File: config.mk
export PLATFORM = sky130hd
export DESIGN_NAME = packet_header_deframer_flat
export DESIGN_NICKNAME = d
export VERILOG_FILES = /design/src/hdl/phd_pkg.sv /design/src/hdl/phd_if.sv /design/src/hdl/phd_cfg_regs.sv /design/src/hdl/phd_core.sv /design/src/hdl/phd_result_fifo.sv /design/src/hdl/packet_header_deframer.sv /design/src/flat_wrapper.sv
export VERILOG_INCLUDE_DIRS = /design/src /design/src/hdl
export SDC_FILE = /design/constraint.sdc
export NUM_CORES = 1
export LEC_CHECK = 0
export ABC_AREA = 1
export BUFFER_PORTS_ARGS = -buffer_cell sky130_fd_sc_hd__buf_2
export CORE_MARGIN = 2
export CORE_UTILIZATION = 45
export DETAILED_ROUTE_END_ITERATION = 12
export GPL_ROUTABILITY_DRIVEN = 0
export SYNTH_ARGS = -nofsm -noshare
export SYNTH_HDL_FRONTEND = slang
export SYNTH_SLANG_ARGS = --single-unit
File: constraint.sdc
create_clock -name clk_i -period 5.2 [get_ports clk_i]
set_clock_uncertainty 0.15 [all_clocks]
set_input_delay 0.78 -clock clk_i [delete_from_list [all_inputs] [get_ports clk_i]]
set_output_delay 0.78 -clock clk_i [all_outputs]
set_load 0.05 [all_outputs]
File: src/hdl/assert_macros.svh
// Assertion macros shared by the deframer RTL.
`ifndef ASSERT_MACROS_SVH
`define ASSERT_MACROS_SVH

// Implication in the same cycle, checked outside reset.
`define PHD_ASSERT_IMPL(label, ante, cons, msg) \
  label: assert property (@(posedge clk_i) disable iff (!rst_ni) (ante) |-> (cons)) \
    else $error(msg);

// Implication into the following cycle, checked outside reset.
`define PHD_ASSERT_NEXT(label, ante, cons, msg) \
  label: assert property (@(posedge clk_i) disable iff (!rst_ni) (ante) |=> (cons)) \
    else $error(msg);

`endif

File: src/hdl/phd_pkg.sv
// Types and constants of the packet header deframer.
`default_nettype none

package phd_pkg;

  localparam int unsigned ByteW      = 8;
  localparam int unsigned LenW       = 16;
  localparam int unsigned MagicW     = 32;
  localparam int unsigned CountW     = 17;
  localparam int unsigned SizeW      = CountW + 1;
  localparam int unsigned CfgIndexW  = 8;
  localparam int unsigned CfgDataW   = 32;

  localparam logic [CountW-1:0] CountMax = {CountW{1'b1}};

  // Byte positions within the header.
  localparam int unsigned MagicBytes  = 4;
  localparam int unsigned LenPos      = 4;
  localparam int unsigned CodePos     = 6;
  localparam int unsigned CustomAPos  = 8;
  localparam int unsigned CustomBPos  = 10;
  localparam int unsigned PrefixBytes = 12;
  localparam int unsigned LenOverhead = 6;

  // Result queue; the depth must be a power of two so the pointers wrap.
  localparam int unsigned FifoDepth = 4;
  localparam int unsigned FifoPtrW  = $clog2(FifoDepth);
  localparam int unsigned FifoCntW  = $clog2(FifoDepth + 1);

  typedef enum logic [CfgIndexW-1:0] {
    CfgMagicWord   = 8'd0,
    CfgIgnoreLen   = 8'd1
  } cfg_index_e;

  typedef enum logic [1:0] {
    CauseNone     = 2'd0,
    CauseMagic    = 2'd1,
    CauseShort    = 2'd2,
    CauseLength   = 2'd3
  } cause_e;

  typedef enum logic {
    KindPayload = 1'b0,
    KindVerdict = 1'b1
  } kind_e;

  typedef struct packed {
    logic [MagicW-1:0] magic_word;
    logic              ignore_length_mismatch;
  } cfg_t;

  typedef struct packed {
    kind_e            item_kind;
    logic [ByteW-1:0] payload_value;
    logic             run_end;
    logic             accepted;
    cause_e           reject_cause;
    logic [LenW-1:0]  length_value;
    logic [ByteW-1:0] code_first;
    logic [ByteW-1:0] code_second;
    logic [ByteW-1:0] custom_a;
    logic [ByteW-1:0] custom_b;
  } result_t;

  // Up to two results produced by one input beat, in output order.
  typedef struct packed {
    logic [1:0] n;
    result_t    first;
    result_t    second;
  } push_t;

endpackage

`default_nettype wire

File: src/hdl/phd_if.sv
// Channel interfaces of the packet header deframer: input bytes, results, configuration.
`default_nettype none

interface phd_in_if;
  logic       valid;
  logic       ready;
  logic [7:0] data_byte;
  logic       final_byte;

  modport source (output valid, output data_byte, output final_byte, input ready);
  modport sink (input valid, input data_byte, input final_byte, output ready);
endinterface

interface phd_out_if;
  logic        valid;
  logic        ready;
  logic        item_kind;
  logic [7:0]  payload_value;
  logic        run_end;
  logic        accepted;
  logic [1:0]  reject_cause;
  logic [15:0] length_value;
  logic [7:0]  code_first;
  logic [7:0]  code_second;
  logic [7:0]  custom_a;
  logic [7:0]  custom_b;

  modport source (
    output valid, output item_kind, output payload_value, output run_end,
    output accepted, output reject_cause, output length_value, output code_first,
    output code_second, output custom_a, output custom_b, input ready
  );
  modport sink (
    input valid, input item_kind, input payload_value, input run_end,
    input accepted, input reject_cause, input length_value, input code_first,
    input code_second, input custom_a, input custom_b, output ready
  );
endinterface

interface phd_cfg_if;
  logic        valid;
  logic        ready;
  logic [7:0]  index;
  logic [31:0] data;

  modport source (output valid, output index, output data, input ready);
  modport sink (input valid, input index, input data, output ready);
endinterface

`default_nettype wire

File: src/hdl/phd_cfg_regs.sv
// Configuration registers of the deframer: magic word and length-check override.
`default_nettype none

module phd_cfg_regs (
  input  wire logic  clk_i,
  input  wire logic  rst_ni,
  phd_cfg_if.sink    cfg_i,
  output phd_pkg::cfg_t cfg_o
);
  import phd_pkg::*;

  cfg_t cfg_q;
  cfg_t cfg_d;

  assign cfg_i.ready = 1'b1;

  always_comb begin
    cfg_d = cfg_q;
    if (cfg_i.valid) begin
      // Writes to indexes beyond the register list are dropped.
      if (cfg_i.index == CfgMagicWord) begin
        cfg_d.magic_word = cfg_i.data[MagicW-1:0];
      end else if (cfg_i.index == CfgIgnoreLen) begin
        cfg_d.ignore_length_mismatch = cfg_i.data[0];
      end
    end
  end

  always_ff @(posedge clk_i or negedge rst_ni) begin
    if (!rst_ni) begin
      cfg_q <= '0;
    end else begin
      cfg_q <= cfg_d;
    end
  end

  assign cfg_o = cfg_q;

endmodule

`default_nettype wire

File: src/hdl/phd_core.sv
// Per-byte header parsing, payload pass-through and verdict generation.
`default_nettype none
`include "assert_macros.svh"

module phd_core (
  input  wire logic              clk_i,
  input  wire logic              rst_ni,
  input  wire phd_pkg::cfg_t     cfg_i,
  input  wire logic              beat_valid_i,
  input  wire logic [7:0]        data_byte_i,
  input  wire logic              final_byte_i,
  output phd_pkg::push_t         push_o
);
  import phd_pkg::*;

  logic [CountW-1:0] byte_count_q, byte_count_d;
  logic              magic_ok_q, magic_ok_d;
  logic [LenW-1:0]   length_q, length_d;
  logic [LenW-1:0]   code_q, code_d;
  logic [ByteW-1:0]  custom_a_q, custom_a_d;
  logic [ByteW-1:0]  custom_b_q, custom_b_d;

  logic [CountW-1:0] pos;
  logic [ByteW-1:0]  magic_byte;
  logic              in_magic;
  logic              magic_ok_now;
  logic [LenW-1:0]   length_now;
  logic [LenW-1:0]   code_now;
  logic [ByteW-1:0]  custom_a_now;
  logic [ByteW-1:0]  custom_b_now;
  logic [SizeW-1:0]  size;
  logic [SizeW-1:0]  expected_size;
  logic              payload_hit;
  cause_e            cause;
  result_t           payload_res;
  result_t           verdict_res;

  assign pos        = byte_count_q;
  assign in_magic   = pos < CountW'(MagicBytes);
  assign magic_byte = cfg_i.magic_word[{pos[1:0], 3'b000} +: ByteW];

  // Header fields as they stand once the current byte has been stored.
  always_comb begin
    magic_ok_now = magic_ok_q;
    length_now   = length_q;
    code_now     = code_q;
    custom_a_now = custom_a_q;
    custom_b_now = custom_b_q;
    if (in_magic) begin
      if (magic_byte != data_byte_i) begin
        magic_ok_now = 1'b0;
      end
    end else if (pos == CountW'(LenPos)) begin
      length_now[7:0] = data_byte_i;
    end else if (pos == CountW'(LenPos + 1)) begin
      length_now[15:8] = data_byte_i;
    end else if (pos == CountW'(CodePos)) begin
      code_now[7:0] = data_byte_i;
    end else if (pos == CountW'(CodePos + 1)) begin
      code_now[15:8] = data_byte_i;
    end else if (pos == CountW'(CustomAPos)) begin
      custom_a_now = data_byte_i;
    end else if (pos == CountW'(CustomBPos)) begin
      custom_b_now = data_byte_i;
    end
  end

  assign size          = {1'b0, pos} + SizeW'(1);
  assign expected_size = {{(SizeW-LenW){1'b0}}, length_now} + SizeW'(LenOverhead);
  assign payload_hit   = (pos >= CountW'(PrefixBytes)) && magic_ok_now;

  always_comb begin
    priority if (!magic_ok_now) begin
      cause = CauseMagic;
    end else if (size < SizeW'(PrefixBytes)) begin
      cause = CauseShort;
    end else if (size != expected_size && !cfg_i.ignore_length_mismatch) begin
      cause = CauseLength;
    end else begin
      cause = CauseNone;
    end
  end

  always_comb begin
    payload_res               = '0;
    payload_res.item_kind     = KindPayload;
    payload_res.payload_value = data_byte_i;
    payload_res.run_end       = !final_byte_i;

    verdict_res               = '0;
    verdict_res.item_kind     = KindVerdict;
    verdict_res.run_end       = 1'b1;
    verdict_res.accepted      = (cause == CauseNone);
    verdict_res.reject_cause  = cause;
    verdict_res.length_value  = length_now;
    verdict_res.code_first    = code_now[7:0];
    verdict_res.code_second   = code_now[15:8];
    verdict_res.custom_a      = custom_a_now;
    verdict_res.custom_b      = custom_b_now;
  end

  // When only a verdict is due it takes the first slot.
  always_comb begin
    push_o.first  = payload_hit ? payload_res : verdict_res;
    push_o.second = verdict_res;
    push_o.n      = beat_valid_i ? ({1'b0, payload_hit} + {1'b0, final_byte_i}) : 2'd0;
  end

  always_comb begin
    byte_count_d = byte_count_q;
    magic_ok_d   = magic_ok_q;
    length_d     = length_q;
    code_d       = code_q;
    custom_a_d   = custom_a_q;
    custom_b_d   = custom_b_q;
    if (beat_valid_i) begin
      if (final_byte_i) begin
        // The packet is over: everything returns to its reset value.
        byte_count_d = '0;
        magic_ok_d   = 1'b1;
        length_d     = '0;
        code_d       = '0;
        custom_a_d   = '0;
        custom_b_d   = '0;
      end else begin
        if (pos != CountMax) begin
          byte_count_d = pos + CountW'(1);
        end
        magic_ok_d = magic_ok_now;
        length_d   = length_now;
        code_d     = code_now;
        custom_a_d = custom_a_now;
        custom_b_d = custom_b_now;
      end
    end
  end

  always_ff @(posedge clk_i or negedge rst_ni) begin
    if (!rst_ni) begin
      byte_count_q <= '0;
      magic_ok_q   <= 1'b1;
      length_q     <= '0;
      code_q       <= '0;
      custom_a_q   <= '0;
      custom_b_q   <= '0;
    end else begin
      byte_count_q <= byte_count_d;
      magic_ok_q   <= magic_ok_d;
      length_q     <= length_d;
      code_q       <= code_d;
      custom_a_q   <= custom_a_d;
      custom_b_q   <= custom_b_d;
    end
  end

  `PHD_ASSERT_NEXT(a_clear_after_final, beat_valid_i && final_byte_i,
    byte_count_q == '0 && magic_ok_q, "packet state not cleared after final beat")
  `PHD_ASSERT_IMPL(a_magic_fail_in_header, $fell(magic_ok_q),
    $past(byte_count_q) < CountW'(MagicBytes), "magic flag dropped outside magic bytes")
  `PHD_ASSERT_IMPL(a_two_results_on_final, push_o.n == 2'd2,
    final_byte_i && push_o.first.item_kind == KindPayload, "two results without final payload")

endmodule

`default_nettype wire

File: src/hdl/phd_result_fifo.sv
// Result queue that takes up to two results per cycle and hands out one per beat.
`default_nettype none
`include "assert_macros.svh"

module phd_result_fifo (
  input  wire logic             clk_i,
  input  wire logic             rst_ni,
  input  wire phd_pkg::push_t   push_i,
  output logic                  space_o,
  output logic                  valid_o,
  input  wire logic             ready_i,
  output phd_pkg::result_t      head_o
);
  import phd_pkg::*;

  result_t               mem_q [FifoDepth];
  logic [FifoPtrW-1:0]   wr_ptr_q, wr_ptr_d;
  logic [FifoPtrW-1:0]   rd_ptr_q, rd_ptr_d;
  logic [FifoCntW-1:0]   count_q, count_d;
  logic                  pop;

  assign valid_o = (count_q != '0);
  assign pop     = valid_o && ready_i;
  assign head_o  = mem_q[rd_ptr_q];
  // Room for the two results a single beat may bring.
  assign space_o = count_q <= FifoCntW'(FifoDepth - 2);

  assign wr_ptr_d = wr_ptr_q + FifoPtrW'(push_i.n);
  assign rd_ptr_d = rd_ptr_q + FifoPtrW'(pop);
  assign count_d  = count_q + {{(FifoCntW-2){1'b0}}, push_i.n}
                    - {{(FifoCntW-1){1'b0}}, pop};

  always_ff @(posedge clk_i) begin
    if (push_i.n != 2'd0) begin
      mem_q[wr_ptr_q] <= push_i.first;
    end
    if (push_i.n == 2'd2) begin
      mem_q[wr_ptr_q + FifoPtrW'(1)] <= push_i.second;
    end
  end

  always_ff @(posedge clk_i or negedge rst_ni) begin
    if (!rst_ni) begin
      wr_ptr_q <= '0;
      rd_ptr_q <= '0;
      count_q  <= '0;
    end else begin
      wr_ptr_q <= wr_ptr_d;
      rd_ptr_q <= rd_ptr_d;
      count_q  <= count_d;
    end
  end

  `PHD_ASSERT_IMPL(a_no_overflow, push_i.n != 2'd0,
    count_q <= FifoCntW'(FifoDepth) - FifoCntW'(push_i.n), "result queue overflow")
  `PHD_ASSERT_NEXT(a_pop_only_drains, pop && push_i.n == 2'd0,
    count_q == $past(count_q) - FifoCntW'(1), "queue count wrong after pop")

endmodule

`default_nettype wire

File: src/hdl/packet_header_deframer.sv
// Top level of the length-prefixed packet header deframer.
//
// One packet byte is taken per input beat, at a sustained rate of one beat per cycle.
// Header bytes produce no result unless final; a payload byte produces one result when
// the magic word has matched, and the final beat produces a verdict, after its own
// payload result when it carries one. Results are registered into a four-entry result
// queue and leave it one per output beat; the input is ready while
// that queue holds at most two results. With the output always ready the queue never
// holds more than two, so only back-pressure on the output can hold the input back.
// Downstream must discard the streamed payload of a packet whose verdict rejects it.
`default_nettype none

module packet_header_deframer (
  input  wire logic   clk_i,
  input  wire logic   rst_ni,
  phd_cfg_if.sink     cfg_i,
  phd_in_if.sink      in_i,
  phd_out_if.source   out_o
);
  import phd_pkg::*;

  cfg_t    cfg;
  push_t   push;
  result_t head;
  logic    space;
  logic    in_fire;

  assign in_i.ready = space;
  assign in_fire    = in_i.valid && space;

  phd_cfg_regs u_cfg_regs (
    .clk_i  (clk_i),
    .rst_ni (rst_ni),
    .cfg_i  (cfg_i),
    .cfg_o  (cfg)
  );

  phd_core u_core (
    .clk_i        (clk_i),
    .rst_ni       (rst_ni),
    .cfg_i        (cfg),
    .beat_valid_i (in_fire),
    .data_byte_i  (in_i.data_byte),
    .final_byte_i (in_i.final_byte),
    .push_o       (push)
  );

  phd_result_fifo u_result_fifo (
    .clk_i   (clk_i),
    .rst_ni  (rst_ni),
    .push_i  (push),
    .space_o (space),
    .valid_o (out_o.valid),
    .ready_i (out_o.ready),
    .head_o  (head)
  );

  assign out_o.item_kind     = head.item_kind;
  assign out_o.payload_value = head.payload_value;
  assign out_o.run_end       = head.run_end;
  assign out_o.accepted      = head.accepted;
  assign out_o.reject_cause  = head.reject_cause;
  assign out_o.length_value  = head.length_value;
  assign out_o.code_first    = head.code_first;
  assign out_o.code_second   = head.code_second;
  assign out_o.custom_a      = head.custom_a;
  assign out_o.custom_b      = head.custom_b;

endmodule

`default_nettype wire

File: src/flat_wrapper.sv
// flat-port wrapper written by rule: the top's interface ports become plain ports
module packet_header_deframer_flat import phd_pkg::*;
  (clk_i, rst_ni, cfg_i_valid, cfg_i_index, cfg_i_data, cfg_i_ready, in_i_valid, in_i_data_byte, in_i_final_byte, in_i_ready, out_o_valid, out_o_item_kind, out_o_payload_value, out_o_run_end, out_o_accepted, out_o_reject_cause, out_o_length_value, out_o_code_first, out_o_code_second, out_o_custom_a, out_o_custom_b, out_o_ready);
  phd_cfg_if cfg_i_i ();
  phd_in_if in_i_i ();
  phd_out_if out_o_i ();
  input  wire logic clk_i;
  input  wire logic rst_ni;
  input wire logic [$bits(cfg_i_i.valid)-1:0] cfg_i_valid;
  input wire logic [$bits(cfg_i_i.index)-1:0] cfg_i_index;
  input wire logic [$bits(cfg_i_i.data)-1:0] cfg_i_data;
  output wire logic [$bits(cfg_i_i.ready)-1:0] cfg_i_ready;
  input wire logic [$bits(in_i_i.valid)-1:0] in_i_valid;
  input wire logic [$bits(in_i_i.data_byte)-1:0] in_i_data_byte;
  input wire logic [$bits(in_i_i.final_byte)-1:0] in_i_final_byte;
  output wire logic [$bits(in_i_i.ready)-1:0] in_i_ready;
  output wire logic [$bits(out_o_i.valid)-1:0] out_o_valid;
  output wire logic [$bits(out_o_i.item_kind)-1:0] out_o_item_kind;
  output wire logic [$bits(out_o_i.payload_value)-1:0] out_o_payload_value;
  output wire logic [$bits(out_o_i.run_end)-1:0] out_o_run_end;
  output wire logic [$bits(out_o_i.accepted)-1:0] out_o_accepted;
  output wire logic [$bits(out_o_i.reject_cause)-1:0] out_o_reject_cause;
  output wire logic [$bits(out_o_i.length_value)-1:0] out_o_length_value;
  output wire logic [$bits(out_o_i.code_first)-1:0] out_o_code_first;
  output wire logic [$bits(out_o_i.code_second)-1:0] out_o_code_second;
  output wire logic [$bits(out_o_i.custom_a)-1:0] out_o_custom_a;
  output wire logic [$bits(out_o_i.custom_b)-1:0] out_o_custom_b;
  input wire logic [$bits(out_o_i.ready)-1:0] out_o_ready;
  assign cfg_i_i.valid = cfg_i_valid;
  assign cfg_i_i.index = cfg_i_index;
  assign cfg_i_i.data = cfg_i_data;
  assign cfg_i_ready = cfg_i_i.ready;
  assign in_i_i.valid = in_i_valid;
  assign in_i_i.data_byte = in_i_data_byte;
  assign in_i_i.final_byte = in_i_final_byte;
  assign in_i_ready = in_i_i.ready;
  assign out_o_valid = out_o_i.valid;
  assign out_o_item_kind = out_o_i.item_kind;
  assign out_o_payload_value = out_o_i.payload_value;
  assign out_o_run_end = out_o_i.run_end;
  assign out_o_accepted = out_o_i.accepted;
  assign out_o_reject_cause = out_o_i.reject_cause;
  assign out_o_length_value = out_o_i.length_value;
  assign out_o_code_first = out_o_i.code_first;
  assign out_o_code_second = out_o_i.code_second;
  assign out_o_custom_a = out_o_i.custom_a;
  assign out_o_custom_b = out_o_i.custom_b;
  assign out_o_i.ready = out_o_ready;
  packet_header_deframer u_core (.clk_i(clk_i), .rst_ni(rst_ni), .cfg_i(cfg_i_i), .in_i(in_i_i), .out_o(out_o_i));
endmodule
==> results of run 1 <==
## power breakdown
part	internal, mW	switching, mW
Combinational	1.65	5.07
Sequential	3.67	0.399
Clock	1.61	1.12
## cell usage after synthesis (2+ instances only)
| library cell | count | area share [%] |
|---|---|---|
| a21oi_1 | 22 | 0.65 |
| buf_2 | 3 | 0.088 |
| buf_4 | 5 | 0.22 |
| buf_6 | 23 | 1.5 |
| clkbuf_1 | 59 | 1.3 |
| clkinv_1 | 3 | 0.066 |
| dfrtp_1 | 105 | 15 |
| dfxtp_1 | 40 | 4.7 |
| edfxtp_1 | 204 | 36 |
| ha_1 | 12 | 0.88 |
| inv_1 | 113 | 2.5 |
| inv_2 | 10 | 0.22 |
| mux2_2 | 32 | 2.1 |
| nand2_1 | 236 | 5.2 |
| nand2_2 | 23 | 0.85 |
| nand2_4 | 9 | 0.60 |
| nand3_1 | 65 | 1.9 |
| nand3_2 | 6 | 0.35 |
| nand3_4 | 4 | 0.41 |
| nand4_1 | 30 | 1.1 |
| nor2_1 | 386 | 8.5 |
| nor2_2 | 19 | 0.70 |
| nor2_4 | 8 | 0.53 |
| nor2_8 | 3 | 0.35 |
| nor3_1 | 14 | 0.41 |
| nor3_4 | 2 | 0.19 |
| nor4_1 | 4 | 0.15 |
| o2111ai_1 | 2 | 0.10 |
| o21ai_0 | 211 | 6.2 |
| o21ai_1 | 2 | 0.059 |
| o21ai_4 | 4 | 0.38 |
| o22ai_1 | 111 | 4.1 |
| xnor2_1 | 3 | 0.15 |
| xor2_1 | 20 | 1.0 |
## flip-flops by register name, indices dropped and copies added, names as in the netlist, 2 cells and up
| signal | cells |
|---|---|
| u_core.u_core.custom_b_q | 8 |
| u_core.u_core.code_q | 16 |
| u_core.u_result_fifo.count_q | 3 |
| u_core.u_result_fifo.rd_ptr_q | 2 |
| u_core.u_core.byte_count_q | 17 |
| u_core.u_result_fifo.mem_q | 244 |
| u_core.u_cfg_regs.cfg_o | 33 |
| u_core.u_result_fifo.wr_ptr_q | 2 |
| u_core.u_core.custom_a_q | 8 |
| u_core.u_core.length_q | 16 |
## layout make-up
type	count	area [um2]
fillers	3394	18100
flip-flops and latches	350	9590
multi-input cells	1239	6410
clock buffers	48	1060
repair buffers	153	961
well taps	511	639
inverters	126	474
clock inverters	22	195
## stage by stage
step                      area [um2]  std cells
after detailed placement       18100       2379
after global routing           19300       2449
final                          19300       2449
after global placement         18100       2379
after floorplan                17000       1805
after CTS                      19300       2449
## worst reg2reg max path: stages (launching register included)
cell and delay, ps:
dfrtp_1 370, buf_4 240, nand2_1 100, nand3_1 100, nand2_1 80, xor2_1 150, nor4_2 260, nand4_1 170
a31oi_4 200, nand2_4 120, clkinv_1 90, ha_1 220, inv_1 70, nor2_2 180, inv_1 100, nor2_1 140
inv_1 100, nor3_1 390, nor2_1 290, inv_2 320, o21ai_4 310, buf_12 290, nor2_1 130
## cell families (layout without fill, tap and decap cells)
kind of cell,count (synthesis),count (layout)
DFF,350,350
muxes,32,32
buffers and inverters,216,349
and+or+nand+nor,813,813
AOI/OAI and AO/OA,356,356
xor gates and xnor gates,24,24
adders and majority gates,13,13
other,1,1
## worst paths after layout
path | end
min reg2reg | u_core.u_result_fifo.mem_q[2][55]
max in group asynchronous | u_core.u_core.code_q[11]
max reg2reg | u_core.u_result_fifo.mem_q[3][50]
min in group clk_i | u_core.u_result_fifo.mem_q[2][55]
max | u_core.u_result_fifo.mem_q[3][50]
min | u_core.u_core.byte_count_q[0]
## timing repair
action,CTS,global route
hold buffers,0,0
gates resized for setup,0,1
endpoints found under the setup margin,0,3
## per-layer routing
metal	GRT usage [%]	up-vias
li1	-	6380
met1	34.9	6460
met2	40.7	511
met3	3.93	91
met4	8.24	0
met5	0	-
==> run summary, run 1 <==
STA
------------------------------------------------------------------------------------
RSZ-0062 raised after global routing                                           false
Accumulated negative setup slack                                                0 ps
Min Tclk post-route                                                          4740 ps
Pin slew with the least headroom to its limit                                1110 ps
Worst hold slack                                                              232 ps
Final-report max-slew violation count                                              0
Highest achievable clock rate                                                211 MHz
Final worst-path setup slack                                                  458 ps
Max-slew headroom at the worst pin                                             25.7%
Final setup violating endpoints                                                    0
Final clock period utilization by the worst path                               91.2%
Number of endpoints with negative hold slack in the final report                   0

CRITICAL PATH
------------------------------------------------------------------------------------
Worst EP arrival                                                             4970 ps
CP startpoint                                                           u_core.u_core.byte_count_q[0]
Crit path buffers/inverters                                                        7
Reg2reg setup slack                                                           460 ps
Maximum cell stage delay along the critical path                              390 ps
Launching point of the worst reg2reg path                               u_core.u_core.byte_count_q[0]
Type of element capturing the critical path                                 register
Slowest-stage cell, CP                                                        nor3_1
Cell count of the worst reg-to-reg path                                           22
Critical Setup Path Class                                               register to register
Critical path data required time                                             5430 ps
Kind of cell adding the most delay to the critical path                 simple AND/OR/NAND/NOR gates
Critical path peak fanout                                                         33
Critical path depth                                                               22
Critical Path, Cell by Cell                                             buf_4 -> nand2_1 -> nand3_1 -> nand2_1 -> xor2_1 -> nor4_2 -> nand4_1 -> a31oi_4 -> nand2_4 -> clkinv_1 -> ha_1 -> inv_1 -> nor2_2 -> inv_1 -> nor2_1 -> inv_1 -> nor3_1 -> nor2_1 -> inv_2 -> o21ai_4 -> buf_12 -> nor2_1
Critical Path Source Type                                                   register

CLOCKING
------------------------------------------------------------------------------------
Post-CTS Setup Inserts                                                             0
Maximum level of the CTS H-tree                                                    2
Worst-Skew Late Latency                                                       540 ps
CTS tree                                                                        done
Clk pin slew, worst setup/hold paths                                           60 ps
Max clock buf depth                                                                3
Total clock sinks                                                                350
Clock buffers created by TritonCTS                                                39
Cell at the root of the clock tree                                         clkbuf_16

SYNTH
------------------------------------------------------------------------------------
Syn Nets                                                                        1872
Total of warnings raised by yosys                                                  0
Avg Synthesized Cell Area                                                   9.41 um2
Xor/xnor cell area share of the yosys netlist                                  1.28%
Number of flops mapped to enable cells by yosys                                  204
Count of unique library cells instantiated by Yosys                               46
Mapped Area                                                                17000 um2
Number of synthesized register bits                                              350
Share of synthesized area spent on multiplexers                                2.12%
Area fraction in compound gates after synthesis                                11.8%
Most common flop cell mapped by yosys                                       edfxtp_1
Dominant combinational cell family by area after synthesis              simple AND/OR/NAND/NOR gates
Simple-gate share of the synthesized area                                      21.5%
Synth Instances                                                                 1805
Share of flip-flops with an asynchronous set or reset after synthesis          30.3%
Post-synthesis adder-cell area fraction                                        1.00%
Fraction of the yosys area taken by sequential cells                           56.4%

PLACE
------------------------------------------------------------------------------------
Half-perimeter wire length of the detailed placement result                 31100 um
Pre-CTS setup slack                                                           335 ps
Count of buffers inserted at the top-level ports                                 116

CELLS AND AREA
------------------------------------------------------------------------------------
Most used cells in the layout excluding fill and tap cells              386 x nor2_1, 235 x nand2_1, 211 x o21ai_0, 204 x edfxtp_1, 115 x buf_2
Layout Area Growth over Synthesis                                              13.7%
Share of final-layout standard cells stronger than drive strength 1            17.8%
Final net count                                                                 1976
Antenna fix cells                                                                  0
Most common cell after layout, fill and taps aside                            nor2_1
Final core utilization                                                         51.7%

MIN PATH
------------------------------------------------------------------------------------
Hold WC Path Type                                                       input port to asynchronous set/reset pin

PWR
------------------------------------------------------------------------------------
Peak ir drop on the vdd network                                               341 uV
Power Dens Cells                                                          699 nW/um2
Static leakage                                                               7.68 nW
Power Total                                                                  13.5 mW

ROUTE
------------------------------------------------------------------------------------
Routed length on met2                                                       22600 um
Iteration-0 DRC Markers                                                         1088
Routed Antenna Nets                                                                0
Highest routed metal layer                                                      met4
DRC violation count after routing                                                  0
Met3 wirelength from detailed routing                                        3720 um
Ratio of routed vias to standard cells                                          5.49
Total iterations of the first detailed-routing run                                 5
Post-detailed-route wirelength per cell                                      19.9 um
Via count                                                                      13.4k
Final wirelength                                                            48600 um
M1 WL                                                                       20800 um

FLOORPLANNING
------------------------------------------------------------------------------------
Horizontal die dimension                                                      198 um
Placement row count                                                               71
Die area                                                                   39300 um2
Vertical extent of the die                                                    198 um
Top-Level Pins                                                                   118
Placeable core area                                                        37400 um2
Initial Util                                                                   45.4%

GRT
------------------------------------------------------------------------------------
Via count of the first global-routing pass                                     13.3k
Global-route wire length before repair                                      76200 um
GRT Overall Usage                                                              25.2%
Antenna violations before repair                                                   0
Largest net degree at the start of global routing                                 67
Overflow left after global routing                                                 0

RUN
------------------------------------------------------------------------------------
Max-Cap Viols                                                                      0

STATUS
------------------------------------------------------------------------------------
Result of the run                                                          completed

Note: power is estimated with default switching activity, not from simulation.
==> run 2, diff against run 1 <==
--- a/config.mk
+++ b/config.mk
@@ -7,11 +7,13 @@
 export NUM_CORES = 1
 export LEC_CHECK = 0
 export ABC_AREA = 1
+export ABC_CLOCK_PERIOD_IN_PS = 5200
 export BUFFER_PORTS_ARGS = -buffer_cell sky130_fd_sc_hd__buf_2
 export CORE_MARGIN = 2
 export CORE_UTILIZATION = 45
 export DETAILED_ROUTE_END_ITERATION = 12
 export GPL_ROUTABILITY_DRIVEN = 0
+export PLACE_DENSITY = 0.62
 export SYNTH_ARGS = -nofsm -noshare
 export SYNTH_HDL_FRONTEND = slang
 export SYNTH_SLANG_ARGS = --single-unit
==> run 2 against run 1 <==
Compared with the run above: first-iteration DRC count down 14%; worst hold slack got worse by 81 ps; global-route usage is 1.1 points lower; final area decreased by 0.70%; via count fell by 0.89%; sequential power down 3%; largest cell class unchanged.
==> run summary, run 2 (synthesized netlist as in run 1, its figures left out) <==
CLOCKING
----------------------------------------------------------------------------------
Total of hold buffers inserted after clock tree synthesis                        0   unchanged
# resized after CTS                                                              0   unchanged
Post-CTS Setup Inserts                                                           0   unchanged
Total clock sinks                                                              350   unchanged
CTS tree                                                                      done   unchanged
Worst-Skew Late Latency                                                     540 ps   about the same
Cell at the root of the clock tree                                       clkbuf_16   unchanged
Clock buffers created by TritonCTS                                              38   was 39
Max clock buf depth                                                              3   unchanged
Clk pin slew, worst setup/hold paths                                         60 ps   about the same
Maximum level of the CTS H-tree                                                  2   unchanged

CELLS AND AREA
----------------------------------------------------------------------------------
Most used cells in the layout excluding fill and tap cells            386 x nor2_1, 235 x nand2_1, 211 x o21ai_0, 204 x edfxtp_1, 115 x buf_2   unchanged
Share of final-layout standard cells stronger than drive strength 1          17.5%   was 17.8%
Post-layout instance area                                                19200 um2   was 19300 um2
Combined area of the multi-input logic cells                              6410 um2   unchanged
Layout Area Growth over Synthesis                                            12.9%   was 13.7%
Largest reg by FF count                                               u_core.u_result_fifo.mem_q   unchanged
Final net count                                                               1970   was 1976
Most common cell after layout, fill and taps aside                          nor2_1   unchanged
Number of flip-flops under the largest register name                           244   unchanged
Storage element area                                                      9590 um2   about the same
Filler Cell Count                                                             3467   was 3394

PWR
----------------------------------------------------------------------------------
Power Total                                                                13.3 mW   was 13.5 mW
Power Dens Cells                                                        695 nW/um2   was 699 nW/um2
Static leakage                                                             7.60 nW   was 7.68 nW
Peak ir drop on the vdd network                                             308 uV   was 341 uV

FLOORPLANNING
----------------------------------------------------------------------------------
Placement row count                                                             71   unchanged
Initial Util                                                                 45.4%   unchanged
Die area                                                                 39300 um2   unchanged
Vertical extent of the die                                                  198 um   unchanged
Top-Level Pins                                                                 118   unchanged
Horizontal die dimension                                                    198 um   unchanged
Placeable core area                                                      37400 um2   unchanged

STA
----------------------------------------------------------------------------------
Highest achievable clock rate                                              214 MHz   was 211 MHz
RSZ-0062 raised after global routing                                         false   unchanged
Pin slew with the least headroom to its limit                              1190 ps   was 1110 ps
Final worst-path setup slack                                                536 ps   was 458 ps
Final-report max-slew violation count                                            0   unchanged
Max-slew headroom at the worst pin                                           20.4%   was 25.7%
Number of endpoints with negative hold slack in the final report                 0   unchanged
Worst hold slack                                                            151 ps   was 232 ps
Min Tclk post-route                                                        4660 ps   was 4740 ps
Accumulated negative setup slack                                              0 ps   unchanged
Final clock period utilization by the worst path                             89.7%   was 91.2%
Final setup violating endpoints                                                  0   unchanged

RUN
----------------------------------------------------------------------------------
Max-Cap Viols                                                                    0   unchanged

GRT
----------------------------------------------------------------------------------
Met1 Usage GRT                                                               33.8%   was 34.9%
Global routing usage on met2                                                 38.8%   was 40.7%
GRT Overall Usage                                                            24.2%   was 25.2%
Global-route wire length before repair                                    73300 um   was 76200 um
Antenna violations before repair                                                 1   was 0
Peak-usage layer in the global routing report                                 met2   unchanged
Via count of the first global-routing pass                                   13.0k   was 13.3k
Met3 layer usage reported by global route                                    3.80%   was 3.93%
Largest net degree at the start of global routing                               67   unchanged
Overflow left after global routing                                               0   unchanged

ROUTE
----------------------------------------------------------------------------------
Iteration-0 DRC Markers                                                        940   was 1088
Routed Antenna Nets                                                              0   unchanged
Ratio of routed vias to standard cells                                        5.45   was 5.49
Total iterations of the first detailed-routing run                               5   unchanged
Final wirelength                                                          46800 um   was 48600 um
Post-detailed-route wirelength per cell                                    19.1 um   was 19.9 um
DRC violation count after routing                                                0   unchanged
Via count                                                                    13.3k   was 13.4k

STATUS
----------------------------------------------------------------------------------
Result of the run                                                        completed   unchanged

CRITICAL PATH
----------------------------------------------------------------------------------
Type of element capturing the critical path                               register   unchanged
Critical Setup Path Class                                             register to register   unchanged
Critical path data required time                                           5440 ps   was 5430 ps
Reg2reg setup slack                                                         540 ps   was 460 ps
Critical path peak fanout                                                       24   was 33
Capture instance of the worst register-to-register path               u_core.u_result_fifo.mem_q[2][13]   was u_core.u_result_fifo.mem_q[3][50]
Launching point of the worst reg2reg path                             u_core.u_core.byte_count_q[0]   unchanged
Cell count of the worst reg-to-reg path                                         21   was 22
Worst EP arrival                                                           4910 ps   was 4970 ps
Critical Path Source Type                                                 register   unchanged

PLACE
----------------------------------------------------------------------------------
Half-perimeter wire length of the detailed placement result               29800 um   was 31100 um
Area post-placement                                                      18000 um2   was 18100 um2
Count of buffers inserted at the top-level ports                               116   unchanged
Pre-CTS setup slack                                                         553 ps   was 335 ps

MIN PATH
----------------------------------------------------------------------------------
Hold WC Path Type                                                     input port to asynchronous set/reset pin   unchanged

==> run 2: final cells by class <==
| class | instances | area share (%) |
|---|---|---|
| Antenna cell | 1 | 0.0130 |
| Clock inverter | 16 | 0.567 |
| Tap cell | 511 | 3.33 |
| Clock buffer | 54 | 5.53 |
| Sequential cell | 350 | 49.9 |
| Timing Repair Buffer | 148 | 4.75 |
| Inverter | 126 | 2.47 |
| Multi-Input combinational cell | 1239 | 33.4 |
==> run 2: power breakdown <==
group / total, mW / leakage [nW] / switching, mW / internal, mW
Sequential: 3.94 / 3.66 / 0.270 / 3.67
Combinational: 6.83 / 3.36 / 5.21 / 1.62
Clock: 2.56 / 0.578 / 1.13 / 1.44
Total: 13.3 / 7.60 / 6.60 / 6.73
==> run 2: through the flow <==
| stage | utilization (%) | cells |
|---|---|---|
| 3_5_place_dp | 48.2 | 2374 |
| 5_1_grt | 51.3 | 2445 |
| 4_1_cts | 51.3 | 2444 |
| 2_1_floorplan | - | 1805 |
| 3_3_place_gp | 48.2 | 2374 |
| 6_report | 51.3 | 2445 |
==> run 2: worst max-delay path by stage <==
stage | start | to | slack (ps) | cells after the start
2_1_floorplan | in_i_data_byte[4] | u_core.u_result_fifo.mem_q[0][50] | 30 | 19
3_3_place_gp | in_i_data_byte[5] | u_core.u_result_fifo.mem_q[2][12] | 660 | 20
3_5_place_dp | in_i_data_byte[5] | u_core.u_result_fifo.mem_q[3][48] | 550 | 20
4_1_cts | u_core.u_core.byte_count_q[0] | u_core.u_result_fifo.mem_q[3][48] | 600 | 21
5_1_grt | u_core.u_core.byte_count_q[0] | u_core.u_result_fifo.mem_q[2][12] | 260 | 21
6_report | u_core.u_core.byte_count_q[0] | u_core.u_result_fifo.mem_q[2][13] | 540 | 21
==> run 2: critical path: stages (launching register included) <==
cell      delay (ps)
dfrtp_1          380
inv_2            330
o21ai_0          140
o22ai_1          370
xor2_1           150
nor4_2           170
nand4_1          170
a31oi_4          220
nand2_4          140
clkinv_1         220
ha_1             250
inv_1             70
nor2_2           190
inv_1             90
nor2_1           130
inv_1             90
nor3_1           330
nor2_1           120
inv_2            120
o21ai_4          250
buf_4            320
nor2_1           110
==> run 2: routing by layer <==
layer,vias to the layer above,wire length [um]
met5,-,0
met4,0,1110
met3,78,2950
met2,449,21800
met1,6436,20900
li1,6360,-
